[config.mk]
export PLATFORM = sky130hd
export DESIGN_NAME = oal_ctrl
export DESIGN_NICKNAME = d
export VERILOG_FILES = /design/src/rtl/core/oal_pkg.sv /design/src/rtl/core/oal_ctrl.sv
export SDC_FILE = /design/constraint.sdc
export NUM_CORES = 1
export LEC_CHECK = 0
export BUFFER_PORTS_ARGS = -buffer_cell sky130_fd_sc_hd__buf_2
export CORE_MARGIN = 2
export CORE_UTILIZATION = 39
export DETAILED_ROUTE_END_ITERATION = 10
export PLACE_DENSITY = 0.75
export SETUP_SLACK_MARGIN = 0.15
export SKIP_LAST_GASP = 1
export SLEW_MARGIN = 40
export SYNTH_ARGS = -nofsm -noshare
export SYNTH_HDL_FRONTEND = slang
export SYNTH_SLANG_ARGS = --single-unit
[constraint.sdc]
create_clock -name i_clk -period 1.25 [get_ports i_clk]
set_input_delay 0.125 -clock i_clk [delete_from_list [all_inputs] [get_ports i_clk]]
set_output_delay 0.125 -clock i_clk [all_outputs]
set_load 0.1 [all_outputs]
[src/rtl/core/oal_pkg.sv]
`timescale 1ns / 1ps
// ----------------------------------------------------------------------------
// oal_pkg: shared types and constants for the ordered array list engine
// Request and status codes, sizes, controller states and the command and
// status bundles between the controller and the datapath.
// ----------------------------------------------------------------------------
package oal_pkg;

    localparam int LIST_DEPTH   = 64;
    localparam int ADDR_W       = $clog2(LIST_DEPTH);
    localparam int CNT_W        = $clog2(LIST_DEPTH + 1);
    localparam int POS_W        = 7;
    localparam int KEY_W        = 64;
    localparam int PAYLOAD_BITS = 32;
    localparam int REQ_W        = 3;
    localparam int STATUS_W     = 3;

    typedef enum logic [REQ_W-1:0] {
        REQ_INSERT   = 3'd0,
        REQ_DELETE   = 3'd1,
        REQ_FIND     = 3'd2,
        REQ_RETRIEVE = 3'd3,
        REQ_CLEAR    = 3'd4
    } t_req;

    typedef enum logic [STATUS_W-1:0] {
        ST_OK       = 3'd0,
        ST_FULL     = 3'd1,
        ST_EMPTY    = 3'd2,
        ST_BADPOS   = 3'd3,
        ST_NOTFOUND = 3'd4
    } t_status;

    typedef enum logic [3:0] {
        S_IDLE,
        S_DECODE,
        S_INS_RD,
        S_INS_WR,
        S_INS_PUT,
        S_DEL_RD,
        S_DEL_WR,
        S_FIND_RD,
        S_FIND_CMP,
        S_READ_RD,
        S_READ_CAP,
        S_RESP
    } t_state;

    typedef enum logic [1:0] {
        RD_DOWN,
        RD_UP,
        RD_IDX,
        RD_POS
    } t_rd_sel;

    typedef enum logic {
        WR_MOVE,
        WR_NEW
    } t_wr_sel;

    typedef struct packed {
        logic    latch;
        logic    idx_load_count;
        logic    idx_load_pos;
        logic    idx_load_zero;
        logic    idx_inc;
        logic    idx_dec;
        logic    rd_en;
        t_rd_sel rd_sel;
        logic    wr_en;
        t_wr_sel wr_sel;
        logic    cnt_inc;
        logic    cnt_dec;
        logic    cnt_clr;
        logic    status_load;
        t_status status_code;
        logic    found_set;
        logic    read_cap;
        logic    respond;
    } t_cmd;

    typedef struct packed {
        logic [REQ_W-1:0] req_type;
        logic             full;
        logic             empty;
        logic             pos_ok;
        logic             ins_pos_ok;
        logic             idx_gt_dst;
        logic             up_in_range;
        logic             idx_lt_count;
        logic             key_match;
    } t_stat;

endpackage

[src/rtl/core/oal_ctrl.sv]
`timescale 1ns / 1ps
// ----------------------------------------------------------------------------
// oal_ctrl: sequencer for the ordered array list engine
// Decodes each request, steps the datapath through the record moves, the key
// scan or the single read, and closes with one result strobe.
// ----------------------------------------------------------------------------
module oal_ctrl (
    input  logic          i_clk,
    input  logic          i_rst_n,
    input  logic          start,
    output logic          busy,
    input  oal_pkg::t_stat i_stat,
    output oal_pkg::t_cmd  o_cmd
);

    oal_pkg::t_state r_state;
    oal_pkg::t_state n_state;

    always_ff @(posedge i_clk) begin
        if (!i_rst_n) begin
            r_state <= oal_pkg::S_IDLE;
        end else begin
            r_state <= n_state;
        end
    end

    assign busy = (r_state != oal_pkg::S_IDLE);

    // next state
    always_comb begin
        n_state = r_state;
        unique case (r_state)
            oal_pkg::S_IDLE: begin
                if (start) n_state = oal_pkg::S_DECODE;
            end
            oal_pkg::S_DECODE: begin
                unique case (i_stat.req_type)
                    oal_pkg::REQ_INSERT: begin
                        if (i_stat.full || !i_stat.ins_pos_ok) n_state = oal_pkg::S_RESP;
                        else                                    n_state = oal_pkg::S_INS_RD;
                    end
                    oal_pkg::REQ_DELETE: begin
                        if (i_stat.empty || !i_stat.pos_ok) n_state = oal_pkg::S_RESP;
                        else                                n_state = oal_pkg::S_DEL_RD;
                    end
                    oal_pkg::REQ_FIND: begin
                        n_state = oal_pkg::S_FIND_RD;
                    end
                    oal_pkg::REQ_RETRIEVE: begin
                        if (i_stat.empty || !i_stat.pos_ok) n_state = oal_pkg::S_RESP;
                        else                                n_state = oal_pkg::S_READ_RD;
                    end
                    default: begin
                        n_state = oal_pkg::S_RESP;
                    end
                endcase
            end
            oal_pkg::S_INS_RD: begin
                if (i_stat.idx_gt_dst) n_state = oal_pkg::S_INS_WR;
                else                   n_state = oal_pkg::S_INS_PUT;
            end
            oal_pkg::S_INS_WR:  n_state = oal_pkg::S_INS_RD;
            oal_pkg::S_INS_PUT: n_state = oal_pkg::S_RESP;
            oal_pkg::S_DEL_RD: begin
                if (i_stat.up_in_range) n_state = oal_pkg::S_DEL_WR;
                else                    n_state = oal_pkg::S_RESP;
            end
            oal_pkg::S_DEL_WR: n_state = oal_pkg::S_DEL_RD;
            oal_pkg::S_FIND_RD: begin
                if (i_stat.idx_lt_count) n_state = oal_pkg::S_FIND_CMP;
                else                     n_state = oal_pkg::S_RESP;
            end
            oal_pkg::S_FIND_CMP: begin
                if (i_stat.key_match) n_state = oal_pkg::S_RESP;
                else                  n_state = oal_pkg::S_FIND_RD;
            end
            oal_pkg::S_READ_RD:  n_state = oal_pkg::S_READ_CAP;
            oal_pkg::S_READ_CAP: n_state = oal_pkg::S_RESP;
            oal_pkg::S_RESP:     n_state = oal_pkg::S_IDLE;
            default:             n_state = oal_pkg::S_IDLE;
        endcase
    end

    // commands
    always_comb begin
        o_cmd             = '0;
        o_cmd.rd_sel      = oal_pkg::RD_IDX;
        o_cmd.wr_sel      = oal_pkg::WR_MOVE;
        o_cmd.status_code = oal_pkg::ST_OK;
        unique case (r_state)
            oal_pkg::S_IDLE: begin
                o_cmd.latch = start;
            end
            oal_pkg::S_DECODE: begin
                o_cmd.status_load = 1'b1;
                unique case (i_stat.req_type)
                    oal_pkg::REQ_INSERT: begin
                        if (i_stat.full) begin
                            o_cmd.status_code = oal_pkg::ST_FULL;
                        end else if (!i_stat.ins_pos_ok) begin
                            o_cmd.status_code = oal_pkg::ST_BADPOS;
                        end else begin
                            o_cmd.idx_load_count = 1'b1;
                        end
                    end
                    oal_pkg::REQ_DELETE, oal_pkg::REQ_RETRIEVE: begin
                        if (i_stat.empty) begin
                            o_cmd.status_code = oal_pkg::ST_EMPTY;
                        end else if (!i_stat.pos_ok) begin
                            o_cmd.status_code = oal_pkg::ST_BADPOS;
                        end else begin
                            o_cmd.idx_load_pos = 1'b1;
                        end
                    end
                    oal_pkg::REQ_FIND: begin
                        o_cmd.status_code   = oal_pkg::ST_NOTFOUND;
                        o_cmd.idx_load_zero = 1'b1;
                    end
                    oal_pkg::REQ_CLEAR: begin
                        o_cmd.cnt_clr = 1'b1;
                    end
                    default: begin
                        o_cmd.status_code = oal_pkg::ST_OK;
                    end
                endcase
            end
            oal_pkg::S_INS_RD: begin
                o_cmd.rd_en  = i_stat.idx_gt_dst;
                o_cmd.rd_sel = oal_pkg::RD_DOWN;
            end
            oal_pkg::S_INS_WR: begin
                o_cmd.wr_en   = 1'b1;
                o_cmd.wr_sel  = oal_pkg::WR_MOVE;
                o_cmd.idx_dec = 1'b1;
            end
            oal_pkg::S_INS_PUT: begin
                o_cmd.wr_en   = 1'b1;
                o_cmd.wr_sel  = oal_pkg::WR_NEW;
                o_cmd.cnt_inc = 1'b1;
            end
            oal_pkg::S_DEL_RD: begin
                o_cmd.rd_en   = i_stat.up_in_range;
                o_cmd.rd_sel  = oal_pkg::RD_UP;
                o_cmd.cnt_dec = !i_stat.up_in_range;
            end
            oal_pkg::S_DEL_WR: begin
                o_cmd.wr_en   = 1'b1;
                o_cmd.wr_sel  = oal_pkg::WR_MOVE;
                o_cmd.idx_inc = 1'b1;
            end
            oal_pkg::S_FIND_RD: begin
                o_cmd.rd_en  = i_stat.idx_lt_count;
                o_cmd.rd_sel = oal_pkg::RD_IDX;
            end
            oal_pkg::S_FIND_CMP: begin
                o_cmd.found_set   = i_stat.key_match;
                o_cmd.status_load = i_stat.key_match;
                o_cmd.status_code = oal_pkg::ST_OK;
                o_cmd.idx_inc     = !i_stat.key_match;
            end
            oal_pkg::S_READ_RD: begin
                o_cmd.rd_en  = 1'b1;
                o_cmd.rd_sel = oal_pkg::RD_POS;
            end
            oal_pkg::S_READ_CAP: begin
                o_cmd.read_cap = 1'b1;
            end
            oal_pkg::S_RESP: begin
                o_cmd.respond = 1'b1;
            end
            default: begin
                o_cmd.respond = 1'b0;
            end
        endcase
    end

endmodule

==> impl_results.md, run 1 <==
* Status: aborted with a tool error
* Stopping stage: clock tree synthesis
* Run Error: [ERROR DPL-0038] Utilization greater than 100%, impossible to legalize
* Leading area contributor after synthesis: dfxtp_1
* Top Ports at 36
* Num rows at 14
* Die span in x at 44.5 um
* Hold-fix buffers at CTS at 0
* Area contributors post-synth: dfxtp_1 13%, nand2b_1 6.8%, nor2_1 6.4%
* Ys flop type: dfxtp_1
* Post-synth net total at 111
* Placer congestion estimate at 0.798
* Number of synthesized register bits at 4
* Count leader, synth: nor2_1
* Synth Warn # at 0
* CTS sink count at 4
* CTS Buffer Depth at 2
* Synthesized area at 641 um^2
* Resized Gates After CTS at 27
* Async SR Flop Fraction at 0%
* Top cell type's share of synthesized area at 12.5%
* Post-synth EDFFs at 0
* Num CTS Buffers at 3
* Commonest cells in the netlist: 11 x nor2_1, 8 x a21oi_1, 7 x nand2_1, 7 x nand2b_1, 6 x nor3_1
* IO buf count at 35
* Setup bufs post-CTS at 9
* Initial core utilization at 42.0%
* Placed wire-length estimate at 2450 um
* Instance count of the mapped netlist at 97
* Synth unique cells at 36
* H-tree depth at 1
* Syn_area_per_cell at 6.60 um^2
* Root buffer cell: clkbuf_4
* Die Y at 44.5 um
* Sequential share of the synthesized area at 12.5%
* Pre-CTS WS at -0.461 ns
## logic make-up after synthesis
family	share of synthesized area [%]
xor+xnor	2.73
compound gates	27.0
simple gates	47.5
flops	12.5
buf+inv	8.59
mux	1.76
## stage by stage
step                      instance area (um^2)  instances  hold slack [ns]  setup TNS, ns
after floorplan                            878         97            0.277         -10.34
after global placement                    1450        156            0.492          -4.98
after detailed placement                  1450        156            0.511          -5.99
==> run 2, diff against run 1 <==
- CORE_AREA: unset -> 2 2 63 65
- CORE_MARGIN: 2 -> unset
- CORE_UTILIZATION: 39 -> unset
- DIE_AREA: unset -> 0 0 65 67
- PLACE_DENSITY: 0.75 -> unset
- PLACE_DENSITY_LB_ADDON: unset -> 0.15
- SETUP_SLACK_MARGIN: 0.15 -> unset
- clock period: 1.25 -> 1.62 ns (I/O delays scaled with it)
==> run 2 against run 1 <==
The flow now finishes, with violations (setup timing). Synthesized area stayed put. Synthesized cell count stayed put.
==> impl_results.md, run 2 <==
* Status: complete, but fails checks
* Violated checks: setup timing
* Util after Layout at 45.3%
* TritonCTS clock tree: built
* WL met3 at 100 um
* Instance count of the mapped netlist at 97 (unchanged)
* Initial antenna violation count at 0
* Vias in the first global route at 841
* Final setup violating endpoints at 15
* Startpoint types: flop
* Kind of critical path: flop to primary output
* Full die area at 4360 um^2
* Root buffer cell: clkbuf_8
* Register-to-Register Path Depth at 8
* Slew headroom at 78.9%
* Max reg flops at 4
* Top flop regs: r_state x4
* Sw Ratio at 54.6%
* WL/cell at 12.7 um
* IO buf count at 35 (unchanged)
* Antenna Nets Post-Route at 0
* Synth-to-Final Area Change at 155%
* Synth Warn # at 0 (unchanged)
* Clk_skew at 0.00323 ns
* Post-synth EDFFs at 0 (unchanged)
* Setup TNS Final at -2.35 ns
* Initial DRC count at 34
* Met2 WL post-DR at 1250 um
* Ys flop type: dfxtp_1
* Syn_area_per_cell at 6.60 um^2 (unchanged)
* Clock Power Share at 6.9%
* Gr ovfl total at 0
* Combinational group share of total power at 87.5%
* Slew Limit Fails at 0
* First-pass GRT wire length at 3810 um
* Core area at 3610 um^2
* Critical Path RT at 1.46 ns
* Placed wire-length estimate at 1780 um (-27%)
* Largest net degree at the start of global routing at 22
* Largest reg by FF count: r_state
* Number of synthesized register bits at 4 (unchanged)
* Synthesized area at 641 um^2 (unchanged)
* Post-route insts no fill at 193
* Final Cell Area at 1630 um^2
* Critical path's largest stage delay at 0.47 ns
* DP Cell Count at 183 (+17%)
* Post-route minimum period at 1.94 ns
* Max Fclk at 515 MHz
* Router iterations before antenna repair at 4
* Worst R2R Setup Slack at -0.15 ns
* CTS sink count at 4 (unchanged)
* Slowest-stage cell, CP: or4b_4
* Async SR Flop Fraction at 0% (unchanged)
* DRT Wirelength at 2440 um
* Worst-margin pin slew at 0.314 ns
* Wl on met1 at 1060 um
* Setup WS post-layout at -0.323 ns
* Sw Pwr at 1.69 mW
* Mean number of vias per cell at 4.67
* Leading area contributor after synthesis: dfxtp_1
* Worst setup EP type: primary output
* DRC at 0
* Max-cap violations at 0
* Leakage at 0.641 nW
* Num rows at 22 (+8)
* Power Dens Cells at 1900 nW/um^2
* CTS clk-pin slew, worst paths at 0.03 ns
* Initial core utilization at 17.8% (-24 points)
* Top Ports at 36 (unchanged)
* Die span in x at 65 um (+46%)
* RSZ-0062 raised after global routing: yes
* Synth unique cells at 36 (unchanged)
* Num CTS Buffers at 3 (unchanged)
* CP cell instances: or4b_4 -> or2_4 -> nor3b_4 -> buf_12
* Peak VDD IR at 0.849 mV
* Via Count at 901
* Top cell type's share of synthesized area at 12.5% (unchanged)
* Nets at 161
* # diodes at 0
* Skew-Pair Late Insertion Delay at 0.22 ns
* Final Hold Viols at 0
* Cell Area, Placed at 1420 um^2 (-2.5%)
* Final worst-path cycle share at 120%
* Commonest cells in the netlist: 11 x nor2_1, 8 x a21oi_1, 7 x nand2_1, 7 x nand2b_1, 6 x nor3_1
* GRT Total Usage at 11.2%
* Layout cells sized above 1 at 66.9%
* CTS Buffer Depth at 2 (unchanged)
* Hold path cells at 3
* Part of the power in registers at 5.7%
* Die Y at 67 um (+50%)
* Post-synth net total at 111 (unchanged)
* Area contributors post-synth: dfxtp_1 13%, nand2b_1 6.8%, nor2_1 6.4%
* H-tree depth at 1 (unchanged)
* Count leader, synth: nor2_1
* Sequential share of the synthesized area at 12.5% (unchanged)
* CP arrival at 1.78 ns
* Placer congestion estimate at 0.757 (-5.2%)
* Most frequent cells in the layout: 24 x buf_12, 15 x buf_4, 13 x buf_2
* Most common cell after layout, fill and taps aside: buf_12
* Hold-fix buffers at CTS at 0 (unchanged)
* CP max FO at 5
* Hold slack at 0.235 ns
* Cell-internal power at 1.41 mW
* Hold Path Class: primary input to flop
* Top sig layer: met4
-- run 2: worst paths after layout --
check	startpoint	to
worst max-delay path	r_state[0]$_SDFFE_PN0P_	o_cmd[17]
worst min-delay path	i_rst_n	r_state[0]$_SDFFE_PN0P_
worst max register to register	r_state[2]$_SDFFE_PN0P_	r_state[2]$_SDFFE_PN0P_
worst min register to register	r_state[1]$_SDFFE_PN0P_	r_state[3]$_SDFFE_PN0P_
-- run 2: power groups by stage --
stage | Clock (mW) | Sequential, mW | Combinational [mW]
6_report | 0.214 | 0.176 | 2.72
5_1_grt | 0.224 | 0.185 | 2.84
2_1_floorplan | 0 | 0.162 | 1.62
4_1_cts | 0.217 | 0.153 | 2.51
3_5_place_dp | 0 | 0.152 | 2.40
3_3_place_gp | 0 | 0.150 | 2.40
-- run 2: metrics by stage --
step / total power [mW] / setup slack [ns]
finish: 3.11 / -0.323
global route: 3.25 / -0.373
CTS: 2.88 / -0.323
detailed placement: 2.55 / -0.0927
global placement: 2.55 / -0.0756
floorplan: 1.78 / -0.710
-- run 2: layer usage --
layer / vias to the layer above / track usage (%)
met3: 5 / 1.86
met1: 424 / 13.7
li1: 446 / -
met5: - / 0
met2: 26 / 19.2
met4: 0 / 4.79
-- run 2: cell type report --
class,count,area (um^2)
tap,48,60.1
clock buffer,3,41.3
multi-input combinational,81,738
fill,340,1970
inverter,3,15.0
sequential,4,85.1
timing repair buffer,54,694
-- run 2: repair_timing --
action | CTS | global route
pin swaps | 0 | 6
buffers inserted | 1 | 5
gates cloned | 0 | 1
setup endpoints to repair | 17 | 23
resized for setup | 11 | 14
-- run 2: worst max-delay path, delay by kind of cell (launching register included) --
kind / cells / cell delay [ns]
buffers and inverters: 1 / 0.20
flip-flops: 1 / 0.37
AND/OR/NAND/NOR: 3 / 0.99
-- run 2: cells by family (layout without fill, tap and decap cells) --
logic type | after synthesis | after routing | synth area share [%]
compound gates | 26 | 26 | 27.0
xor+xnor | 2 | 2 | 2.73
buf+inv | 12 | 60 | 8.59
flops | 4 | 4 | 12.5
mux | 1 | 1 | 1.76
simple gates | 52 | 52 | 47.5
Power figures use the tool's default switching activity.
==> run 3, diff against run 2 <==
- CTS_BUF_LIST: unset -> sky130_fd_sc_hd__clkbuf_16
==> run 3 against run 2 <==
Critical path type unchanged. The run still ends with setup timing left. Critical path depth is the same. Sequential power about the same. Combinational power about the same. Fmax shrank 0.23%. Utilization grew 0.87 points. Largest cell class unchanged. Total power rose by 5.3%. Clock power is 80% higher. Highest routed layer unchanged. Largest power group unchanged.
==> impl_results.md, run 3 (synthesized netlist as in run 2, its figures left out) <==
* IO buf count at 35 (unchanged)
* Most frequent cells in the layout: 24 x buf_12, 14 x buf_4, 13 x buf_2
* Area of the multi-input gates at 743 um^2 (+0.68%)
* Skew-Pair Late Insertion Delay at 0.23 ns (about the same)
* Post-route minimum period at 1.95 ns (+0.00447 ns)
* WL/cell at 12.7 um (about the same)
* Clk_skew at 0.00303 ns (-0.000196 ns)
* Power Dens Cells at 1960 nW/um^2 (+3.3%)
* Slew headroom at 78.9% (about the same)
* Critical path's largest stage delay at 0.47 ns (about the same)
* DP Cell Count at 183 (unchanged)
* Startpoint types: flop
* Antenna Nets Post-Route at 0 (unchanged)
* Max reg flops at 4 (unchanged)
* CP max FO at 5 (unchanged)
* Setup WS post-layout at -0.328 ns (-0.00447 ns)
* CTS clk-pin slew, worst paths at 0.03 ns (about the same)
* Mean number of vias per cell at 4.65 (-0.37%)
* CTS Buffer Depth at 2 (unchanged)
* Top Ports at 36 (unchanged)
* Worst setup EP type: primary output
* Setup TNS Final at -2.41 ns (-0.0566 ns)
* Most common cell after layout, fill and taps aside: buf_12
* Die Y at 67 um (unchanged)
* Full die area at 4360 um^2 (unchanged)
* Vias in the first global route at 840 (-0.12%)
* Via Count at 893 (-0.89%)
* Worst-margin pin slew at 0.314 ns (+0.00000501 ns)
* Synth-to-Final Area Change at 160%
* Nets at 160 (-0.62%)
* WL met3 at 81 um (-19%)
* Max Fclk at 513 MHz (-0.23%)
* Gr ovfl total at 0 (unchanged)
* First-pass GRT wire length at 3910 um (+2.5%)
* Top flop regs: r_state x4
* Post-route insts no fill at 192 (-0.52%)
* Die span in x at 65 um (unchanged)
* Initial core utilization at 17.8% (unchanged)
* TritonCTS clock tree: built
* CTS sink count at 4 (unchanged)
* Final worst-path cycle share at 120% (+0.28 points)
* Placer congestion estimate at 0.757 (unchanged)
* RSZ-0062 raised after global routing: yes
* Router iterations before antenna repair at 6 (+2)
* Top sig layer: met4
* Violated checks: setup timing
* Num CTS Buffers at 3 (unchanged)
* Slew Limit Fails at 0 (unchanged)
* H-tree depth at 1 (unchanged)
* Hold Path Class: primary input to flop
* DRT Wirelength at 2430 um (-0.45%)
* Num rows at 22 (unchanged)
* GRT Total Usage at 11.4% (+0.25 points)
* Root buffer cell: clkbuf_16
* Met2 WL post-DR at 1230 um (-1.1%)
* Placed wire-length estimate at 1780 um (unchanged)
* Leakage at 0.653 nW (+1.8%)
* Max-cap violations at 0 (unchanged)
* Core area at 3610 um^2 (unchanged)
* Kind of critical path: flop to primary output
* Final Hold Viols at 0 (unchanged)
* Slowest-stage cell, CP: or4b_4
* Peak VDD IR at 0.850 mV (about the same)
* Largest reg by FF count: r_state
* Status: complete, but fails checks
* Largest net degree at the start of global routing at 22 (unchanged)
* Critical Path RT at 1.46 ns (about the same)
* # diodes at 0 (unchanged)
* Filler Cells Inserted at 336 (-1.2%)
* CP arrival at 1.79 ns (about the same)
* Wl on met1 at 1100 um (+3.2%)
* DRC at 0 (unchanged)
* Layout cells sized above 1 at 66.7% (-0.23 points)
* FF+latch area at 85.1 um^2 (unchanged)
* Initial DRC count at 30 (-12%)
* Initial antenna violation count at 0 (unchanged)
* Final setup violating endpoints at 17 (+2)
* CP cell instances: or4b_4 -> or2_4 -> nor3b_4 -> buf_12
[run 3: routing by layer]
layer  vias to the layer above  GRT usage [%]
li1                        444              -
met1                       428           14.3
met2                        17           19.3
met3                         4           1.86
met4                         0           4.79
met5                         -              0
[run 3: final timing paths]
check	startpoint	to	slack, ns	cells past startpoint
max	r_state[0]$_SDFFE_PN0P_	o_cmd[17]	-0.33	4
min	i_rst_n	r_state[0]$_SDFFE_PN0P_	0.23	3
max reg2reg	r_state[2]$_SDFFE_PN0P_	r_state[2]$_SDFFE_PN0P_	-0.07	7
min reg2reg	r_state[1]$_SDFFE_PN0P_	r_state[3]$_SDFFE_PN0P_	0.80	4
[run 3: where the power goes]
group	internal, mW	switching [mW]	leakage, nW
sequential	0.143	0.0324	0.0338
combinational	1.10	1.61	0.582
clock	0.315	0.0709	0.0370
[run 3: repair_timing]
action	in CTS	in global routing
cloned	0	1
setup endpoints to repair	17	24
resized for setup	13	13
buffers inserted	1	4
pin swaps	0	6
hold buffers	0	0
[run 3: area by class of cell]
class                      instances  area share (%)
clock buffer                       3            4.51
inverter                           3           0.902
multi-input combinational         81            44.6
sequential                         4            5.11
tap                               48            3.61
timing repair buffer              53            41.2
[run 3: critical path, delay by kind of cell, from the launching register on]
| family | cells | cell delay (ns) |
|---|---|---|
| buffers and inverters | 1 | 0.20 |
| flip-flops | 1 | 0.37 |
| AND/OR/NAND/NOR | 3 | 0.99 |
[run 3: through the flow]
| stage | cell area, um^2 | setup slack [ns] | hold slack [ns] | total power, mW | util (%) |
|---|---|---|---|---|---|
| 6_report | 1670 | -0.328 | 0.232 | 3.27 | 46.2 |
| 5_1_grt | 1670 | -0.378 | 0.252 | 3.42 | 46.2 |
| 4_1_cts | 1560 | -0.328 | 0.242 | 3.08 | 43.3 |
| 3_5_place_dp | 1420 | -0.0927 | 0.472 | 2.55 | 39.3 |
| 3_3_place_gp | 1420 | -0.0756 | 0.468 | 2.55 | 39.3 |
| 2_1_floorplan | 837 | -0.710 | 0.320 | 1.78 | - |
==> run 4, diff against run 3 <==
- ABC_AREA: unset -> 1
==> run 4 against run 3 <==
The run now ends clean. Sequential share of layout area rose by 1.1 points. Critical path depth grew 1. Wire length decreased by 8.6%. Critical endpoint is now o_cmd[14].
==> impl_results.md, run 4 <==
* Full die area at 4360 um^2 (unchanged)
* Async SR Flop Fraction at 0% (unchanged)
* Filler Cells Inserted at 382 (+14%)
* Syn_area_per_cell at 4.73 um^2 (-28%)
* Clk_skew at 0.00195 ns (-0.00108 ns)
* Final setup violating endpoints at 0 (-17)
* Status: complete, no violations
* Die Y at 67 um (unchanged)
* Slowest-stage cell, CP: dfxtp_2
* Critical Path RT at 1.46 ns (about the same)
* Antenna Nets Post-Route at 0 (unchanged)
* Synth-to-Final Area Change at 132%
* Instance count of the mapped netlist at 124 (+28%)
* Max-cap violations at 0 (unchanged)
* Placed wire-length estimate at 1960 um (+9.9%)
* Util after Layout at 37.7% (-8.5 points)
* Slew Limit Fails at 0 (unchanged)
* Sequential share of the synthesized area at 13.6% (+1.1 points)
* Commonest cells in the netlist: 37 x nand2_1, 32 x nor2_1, 21 x inv_1
* Synth unique cells at 17 (-53%)
* Max Fclk at 652 MHz (+27%)
* Leading area contributor after synthesis: nand2_1
* Final Hold Viols at 0 (unchanged)
* IO buf count at 35 (unchanged)
* Combinational group share of total power at 77.9% (-4.9 points)
* Post-route minimum period at 1.53 ns (-0.413 ns)
* Ys flop type: dfxtp_1
* Top Ports at 36 (unchanged)
* Synth Warn # at 0 (unchanged)
* Startpoint types: flop
* First-pass GRT wire length at 3790 um (-3.0%)
* Part of the power in registers at 7.6% (+2.2 points)
* Most common cell after layout, fill and taps aside: nand2_1
* Mean number of vias per cell at 4.16 (-11%)
* Die span in x at 65 um (unchanged)
* DRT Wirelength at 2220 um (-8.6%)
* Worst setup EP type: primary output
* Area of the multi-input gates at 576 um^2 (-23%)
* Vias in the first global route at 864 (+2.9%)
* CTS clk-pin slew, worst paths at 0.03 ns (about the same)
* Most frequent cells in the layout: 35 x nand2_1, 24 x nor2_1, 20 x buf_12
* Synthesized area at 587 um^2 (-8.4%)
* Initial DRC count at 41 (+37%)
* H-tree depth at 1 (unchanged)
* TritonCTS clock tree: built
* WP buf/inv at 2 (+1)
* RSZ-0062 raised after global routing: yes
* Post-synth EDFFs at 0 (unchanged)
* WL/cell at 10.6 um (-16%)
* Area contributors post-synth: nand2_1 24%, nor2_1 20%, dfxtp_1 14%
* Root buffer cell: clkbuf_16
* Skew-Pair Late Insertion Delay at 0.22 ns (about the same)
* Sw Pwr at 1.55 mW (-9.4%)
* Setup bufs post-CTS at 0 (-1)
* Most frequent CP cell: nand2_1
* Largest reg by FF count: r_state
* Reg2reg start: r_state[3]$_SDFFE_PN0P_
* # diodes at 0 (unchanged)
* Nets at 177 (+11%)
* Number of synthesized register bits at 4 (unchanged)
* DRC at 0 (unchanged)
* Num CTS Buffers at 3 (unchanged)
* Leakage at 0.649 nW (-0.65%)
* Initial antenna violation count at 0 (unchanged)
* CP arrival at 1.37 ns (-0.42 ns)
* Sw Ratio at 58.6% (+6.3 points)
* Gr ovfl total at 0 (unchanged)
* CTS Buffer Depth at 2 (unchanged)
* Via Count at 870 (-2.6%)
* Worst path top cell family by delay: flip-flops
* Top flop regs: r_state x4
* GRT Total Usage at 11.1% (-0.28 points)
* CP max FO at 6 (+1)
* Post-synth net total at 138 (+24%)
* Largest net degree at the start of global routing at 10 (-55%)
* Clock Power Share at 14.5% (+2.7 points)
* Cell-internal power at 1.10 mW (-30%)
* Num rows at 22 (unchanged)
* Slew headroom at 67.7% (-11 points)
* Critical path's largest stage delay at 0.38 ns (-0.09 ns)
* Crit. Startpoint: r_state[0]$_SDFFE_PN0P_
* FF+latch area at 85.1 um^2 (unchanged)
* Hold_sp: i_rst_n
* Power Dens Cells at 1940 nW/um^2 (-0.93%)
* Core area at 3610 um^2 (unchanged)
* CP cell instances: nand2_1 -> inv_1 -> nand2_1 -> o2111ai_4 -> buf_12
* Placer congestion estimate at 0.845 (+12%)
* Max reg flops at 4 (unchanged)
* Layout cells sized above 1 at 41.6% (-25 points)
* Worst-margin pin slew at 0.488 ns (+0.174 ns)
* CTS sink count at 4 (unchanged)
* Peak VDD IR at 0.394 mV (-54%)
* Count leader, synth: nand2_1
* Total Power at 2.64 mW (-19%)
* Final worst-path cycle share at 94.7% (-25 points)
* Kind of critical path: flop to primary output
* Hold Path Class: primary input to flop
* Router iterations before antenna repair at 4 (-2)
* Initial core utilization at 16.3% (-1.5 points)
* Top cell type's share of synthesized area at 23.7% (+11 points)
[run 4: cell count changes in the layout (fill, tap and decap cells not counted), moves of 6 or more]
cell / before / now
nor2_1: 6 / 24
nor2_2: 0 / 7
inv_1: 1 / 19
nand3_1: 0 / 6
buf_4: 14 / 0
nand2_1: 6 / 35
[run 4: worst register-to-register path, stage by stage (launching register included)]
cell	delay, ns
dfxtp_2	0.34
inv_2	0.08
nand2_2	0.11
nor2_2	0.28
nor2_1	0.10
nand2_1	0.08
nor2_1	0.04
a21oi_1	0.17
[run 4: cells by family (layout without fill, tap and decap cells)]
group	Yosys count	after routing	synth area share (%)
AO/OA/AOI/OAI	12	12	11.9
AND/OR/NAND/NOR	84	84	58.4
buffers and inverters	24	61	16.0
flip-flops	4	4	13.6
[run 4: repair_timing]
item | in CTS | in global routing
gates resized for setup | 0 | 3
endpoints found under the setup margin | 0 | 3
hold buffers | 0 | 0
[run 4: metrics by stage]
| step | cell area, um^2 | hold WS (ns) | setup TNS, ns | setup slack (ns) | std cells |
|---|---|---|---|---|---|
| after floorplan | 747 | 0.306 | -1.87 | -0.431 | 124 |
| after global placement | 1270 | 0.446 | 0 | 0.265 | 206 |
| after detailed placement | 1270 | 0.440 | 0 | 0.247 | 206 |
| after CTS | 1350 | 0.211 | 0 | 0.0308 | 209 |
| after global routing | 1360 | 0.216 | -0.0125 | -0.0125 | 209 |
| final | 1360 | 0.211 | 0 | 0.0851 | 209 |
[run 4: cell type report]
cell class / count / share of cell area (%)
multi-input combinational: 96 / 42.3
timing repair buffer: 35 / 35.0
inverter: 23 / 6.53
sequential: 4 / 6.26
clock buffer: 3 / 5.52
tap: 48 / 4.42
[run 4: layer usage]
metal / track usage (%) / part of all wire [%] / vias to the layer above
li1: - / - / 456
met1: 12.3 / 41 / 388
met2: 20.4 / 53 / 26
met3: 3.04 / 6.0 / 0
met4: 3.99 / 0 / 0
met5: 0 / 0 / -
[run 4: worst paths after layout]
kind	end	cells past startpoint	slack, ns
setup / recovery	o_cmd[14]	5	0.09
hold / removal	r_state[0]$_SDFFE_PN0P_	3	0.21
setup reg to reg	r_state[1]$_SDFFE_PN0P_	7	0.31
hold reg to reg	r_state[0]$_SDFFE_PN0P_	3	0.67
[run 4: power groups by stage]
stage                     logic [mW]  clock network, mW  registers [mW]
after floorplan                 1.42                  0           0.193
after global placement          2.06                  0           0.198
after detailed placement        2.06                  0           0.201
after CTS                       2.06              0.386           0.199
after global routing            2.16              0.397           0.212
final                           2.06              0.383           0.202
